<file path="src/hw/rtl/hre_pkg.sv">
`timescale 1ns / 1ps
// ----------------------------------------------------------------------------
// hre_pkg: shared types and constants
// Widths, datapath command/status structs for the reprojection error core.
// ----------------------------------------------------------------------------
package hre_pkg;
    localparam int COEF_WIDTH  = 21;
    localparam int COORD_WIDTH = 16;
    localparam int CFG_WIDTH   = 63;
    localparam int CFG_IDX_W   = 2;
    localparam int ERR_W       = 24;
    localparam int SUM_W       = 32;
    localparam int LIN_W       = 48;  // |coef*coord| sums fit in 48 bits signed
    localparam int NUM_W       = 64;  // |N| << 15
    localparam int QUO_W       = 31;  // clamp at 2^30
    localparam int SQ_W        = 64;  // dx^2 + dy^2
    localparam int RT_W        = 32;

    localparam logic [1:0] REG_ROW0 = 2'd0;
    localparam logic [1:0] REG_ROW1 = 2'd1;
    localparam logic [1:0] REG_ROW2 = 2'd2;

    localparam logic [ERR_W-1:0] ERR_MAX = {ERR_W{1'b1}};
    localparam logic [SUM_W-1:0] SUM_MAX = {SUM_W{1'b1}};

    typedef struct packed {
        logic load;       // capture input beat
        logic lin_step;   // advance multiply-accumulate sequencer
        logic div_start;  // start a division (sel picks numerator)
        logic div_sel;    // 0: x numerator, 1: y numerator
        logic sq_start;   // form dx^2 + dy^2, start root
        logic finish;     // capture result, update sum
    } hre_cmd_t;

    typedef struct packed {
        logic lin_done;
        logic degen;
        logic div_done;
        logic sqrt_done;
    } hre_sts_t;
endpackage

</file>
<file path="src/hw/rtl/hre_ctrl.sv">
`timescale 1ns / 1ps
// ----------------------------------------------------------------------------
// hre_ctrl: sequencer
// Steps a beat: linear forms, then two divisions and root unless degenerate.
// ----------------------------------------------------------------------------
module hre_ctrl import hre_pkg::*; (
    input  logic     aclk,
    input  logic     aresetn,
    input  logic     s_valid,
    output logic     s_ready,
    output logic     m_valid,
    input  logic     m_ready,
    output hre_cmd_t cmd,
    input  hre_sts_t sts
);
    localparam logic [2:0] ST_IDLE = 3'd0;
    localparam logic [2:0] ST_LIN  = 3'd1;
    localparam logic [2:0] ST_DIVX = 3'd2;
    localparam logic [2:0] ST_DIVY = 3'd3;
    localparam logic [2:0] ST_SQRT = 3'd4;
    localparam logic [2:0] ST_FIN  = 3'd5;

    logic [2:0] state_reg, state_next;
    logic       mv_reg, mv_next;

    // new beat may enter while a result waits; the finish step then waits
    // until the result slot frees
    assign s_ready = (state_reg == ST_IDLE);
    assign m_valid = mv_reg;

    always_comb begin
        state_next = state_reg;
        mv_next    = mv_reg;
        cmd        = '0;
        if (mv_reg && m_ready) mv_next = 1'b0;
        case (state_reg)
            ST_IDLE: begin
                if (s_valid) begin
                    cmd.load   = 1'b1;
                    state_next = ST_LIN;
                end
            end
            ST_LIN: begin
                cmd.lin_step = 1'b1;
                if (sts.lin_done) begin
                    if (sts.degen) begin
                        state_next = ST_FIN;
                    end else begin
                        cmd.div_start = 1'b1;
                        state_next    = ST_DIVX;
                    end
                end
            end
            ST_DIVX: begin
                if (sts.div_done) begin
                    cmd.div_start = 1'b1;
                    cmd.div_sel   = 1'b1;
                    state_next    = ST_DIVY;
                end
            end
            ST_DIVY: begin
                if (sts.div_done) begin
                    cmd.sq_start = 1'b1;
                    state_next   = ST_SQRT;
                end
            end
            ST_SQRT: begin
                if (sts.sqrt_done) state_next = ST_FIN;
            end
            ST_FIN: begin
                if (!mv_reg || m_ready) begin
                    cmd.finish = 1'b1;
                    mv_next    = 1'b1;
                    state_next = ST_IDLE;
                end
            end
            default: state_next = ST_IDLE;
        endcase
    end

    always_ff @(posedge aclk) begin
        if (!aresetn) begin
            state_reg <= ST_IDLE;
            mv_reg    <= 1'b0;
        end else begin
            state_reg <= state_next;
            mv_reg    <= mv_next;
        end
    end
endmodule

</file>
<file path="config.mk">
export PLATFORM = sky130hd
export DESIGN_NAME = hre_ctrl
export DESIGN_NICKNAME = d
export VERILOG_FILES = /design/src/hw/rtl/hre_pkg.sv /design/src/hw/rtl/hre_ctrl.sv
export SDC_FILE = /design/constraint.sdc
export NUM_CORES = 1
export LEC_CHECK = 0
export ABC_AREA = 1
export BUFFER_PORTS_ARGS = -buffer_cell sky130_fd_sc_hd__buf_2
export CAP_MARGIN = 10
export CORE_AREA = 2 2 39 41
export CTS_CLUSTER_SIZE = 24
export DETAILED_ROUTE_END_ITERATION = 10
export DIE_AREA = 0 0 41 43
export SKIP_LAST_GASP = 1
export SYNTH_ARGS = -nofsm -noshare
export SYNTH_HDL_FRONTEND = slang
export SYNTH_SLANG_ARGS = --single-unit
export TNS_END_PERCENT = 100
</file>
<file path="constraint.sdc">
create_clock -name aclk -period 1.15 [get_ports aclk]
set_input_delay 0.0575 -clock aclk [delete_from_list [all_inputs] [get_ports aclk]]
set_output_delay 0.0575 -clock aclk [all_outputs]
set_load 0.02 [all_outputs]
</file>
==> flow_summary_export.csv <==
group,metric,value,unit
cells_and_area,area_growth,56.4,%
status,status,"finished, violations left",
setup_path,crit_arrival,1.15,ns
power,combPwrFrac,60.7,%
placed_design,routabilityCongestion,0.786,
yosys,netlist_area,324,µm²
yosys,seq_area_frac_synth,24.7,%
power,power_frac_seq,24.3,%
routing,drc,0,
yosys,synthCells,55,
timing,slew_headroom,88.3,%
global_route,grt_max_degree,8,
clocking,cts_htree_levels,1,
setup_path,cpPeakStageDelay,0.37,ns
power,peakVddDrop,917,µV
routing,vias_per_cell,4.36,
global_route,grt-ovfl-total,0,
status,violations,"setup timing",
clocking,tritoncts,"built",
floorplanning,core,1380,µm²
timing,hold_viol,0,
clocking,clk-insertion-delay-late,0.23,ns
setup_path,path_class,"reg2out",
placed_design,port_buffers,15,
cells_and_area,drive_gt1_share,52.6,%
power,clkPwrFrac,15.0,%
routing,firstDrtPassIters,2,
floorplanning,die_y,43,µm
yosys,ys.warnings.count,0,
floorplanning,die_x,41,µm
timing,period_minus_slack,1.21,ns
clocking,cts_buffers,3,
placed_design,place_area,427,µm²
power,switching_power,0.000528,W
setup_path,cp.required,1.09,ns
setup_path,worstSetupEndpointType,"output port",
clocking,cts-root-buf,"clkbuf_4",
cells_and_area,mostFrequentLayoutCell,"buf_2",
floorplanning,rows,14,
global_route,grt_use_total,9.96,%
power,p_sw_share,47.0,%
global_route,grt_pass1_vias,335,
yosys,ys_types,16,
setup_path,path_buf_inv,3,
timing,final_max_slew_viol_count,0,
power,power.density,2220,nW/µm²
floorplanning,start_util,23.4,%
timing,max_freq,829,MHz
setup_path,cp_slowest_cell,"dfxtp_4",
setup_path,critical-path-top-delay-family,"flip-flops",
timing,tightestPinTransition,0.175,ns
power,leakage,0.274,nW
routing,via_count,401,
routing,drt_iter0_markers,1,
cells_and_area,largest_register_ffs,3,
power,internal-power,0.000595,W
routing,wire_per_inst,8.71,µm
cells_and_area,fin_nets,86,
setup_path,crit_fanout,5,
clocking,clockBufferDepth,2,
setup_path,crit_chain,"inv_4 -> nor2_4 -> nand2_2 -> inv_2 -> nand2_2 -> o21ai_2 -> buf_6",
routing,wirelength,801,µm
floorplanning,die_area,1760,µm²
timing,rsz0062_at_grt,"true",
global_route,antenna_found_initial,0,
yosys,synthesis.nets,63,
job,max-cap-violations,0,
yosys,avgSynthCellArea,5.89,µm²
yosys,ys_ff_latch,4,
worst_hold_path,hp-class,"in2reg",
clocking,clk_pin_slew_worst_paths,0.04,ns
cells_and_area,final_area,507,µm²
global_route,grt_pass1_wl,1190,µm
timing,min_period_over_period,105,%
timing,setup_slack,-0.0568,ns
cells_and_area,final_cell_mix,"buf_2, nor2_1, nand2_1",
setup_path,cp-start-kind,"flop",
timing,finClkSkew,0.00503,ns
timing,whs,0.0801,ns
placed_design,post-dp-hpwl,612,µm
timing,setup_viol,2,
setup_path,crit_top_cell,"nand2_2",
cells_and_area,antenna_cells,0,
clocking,clock-sinks,4,
floorplanning,io_pins,16,
routing,detail-route-antenna-nets,0,
worst register-to-register path: stages, from the launching register on:
cell     delay [ns]
dfxtp_4        0.36
inv_4          0.07
nor2_4         0.04
nand2_2        0.06
inv_2          0.04
buf_4          0.12
a21oi_1        0.14
nand2_1        0.07
nand2_1        0.07
nor2_2         0.03
stage by stage:
stage               utilization (%)  power, W  std cells  setup slack (ns)  TNS [ns]
floorplan                         -  0.000664         55            0.0409         0
global placement               30.8  0.000813         87          -0.00875  -0.00875
detailed placement             30.8  0.000819         87           -0.0170   -0.0170
CTS                            34.4   0.00106         91           -0.0509   -0.0829
global route                   36.6   0.00122         92            -0.122    -0.335
finish                         36.6   0.00112         92           -0.0568   -0.0774
synth_stat cells:
library cell	count	area, µm²
nand2_1	10	37.5
nor2_1	10	37.5
inv_1	8	30.0
nand3_1	5	25.0
dfxtp_1	4	80.1
nor2_2	4	25.0
nor3_1	3	15.0
a21oi_1	2	10.0
inv_2	2	7.51
nand2_2	1	6.26
nand3_2	1	10.0
nand3b_1	1	7.51
o21a_1	1	7.51
o21ai_1	1	5.00
o21ai_2	1	8.76
o21bai_2	1	11.3
routing by layer:
layer	GRT usage [%]	up-vias	share of wire [%]
met5	0	-	0
met4	8.00	0	0
met3	2.09	0	5.2
met2	15.0	7	56
met1	11.3	176	39
li1	-	218	-
worst paths after layout:
kind / startpoint / endpoint / slack, ns / cells past startpoint
hold reg to reg: m_valid$_SDFF_PN0_ / m_valid$_SDFF_PN0_ / 0.62 / 3
hold / removal: aresetn / state_reg[1]$_SDFFE_PN0P_ / 0.08 / 3
setup / recovery: state_reg[0]$_SDFFE_PN0P_ / cmd[3] / -0.06 / 7
setup reg to reg: state_reg[0]$_SDFFE_PN0P_ / state_reg[2]$_SDFFE_PN0P_ / 0.03 / 9
timing repair:
item	in CTS	in global routing
buffers inserted	1	1
hold buffers	0	0
gates resized for setup	10	8
setup endpoints to repair	8	8
pin swaps	1	4
hold endpoints to repair	0	0
cloned	0	0
final cells by class:
type                    instances  area, µm²
multi-input cells              41        224
inverters                      10       42.5
fillers                       165        877
flip-flops and latches          4       91.3
well taps                      16       20.0
clock buffers                   3       22.5
repair buffers                 18        106
cell families (layout without fill, tap and decap cells):
| kind of cell | after synthesis | count (layout) | share of synthesized area (%) |
|---|---|---|---|
| AO/OA/AOI/OAI | 6 | 6 | 13.1 |
| AND/OR/NAND/NOR | 35 | 35 | 50.6 |
| flip-flops | 4 | 4 | 24.7 |
| buffers and inverters | 10 | 31 | 11.6 |
power by group through the flow:
stage | clock network, W | logic (W) | registers (W)
final | 0.000169 | 0.000681 | 0.000273
after global routing | 0.000191 | 0.000749 | 0.000284
after CTS | 0.000181 | 0.000620 | 0.000254
after detailed placement | 0 | 0.000585 | 0.000234
after global placement | 0 | 0.000578 | 0.000235
after floorplan | 0 | 0.000433 | 0.000231
No activity file was read; power rests on OpenSTA's default activity.
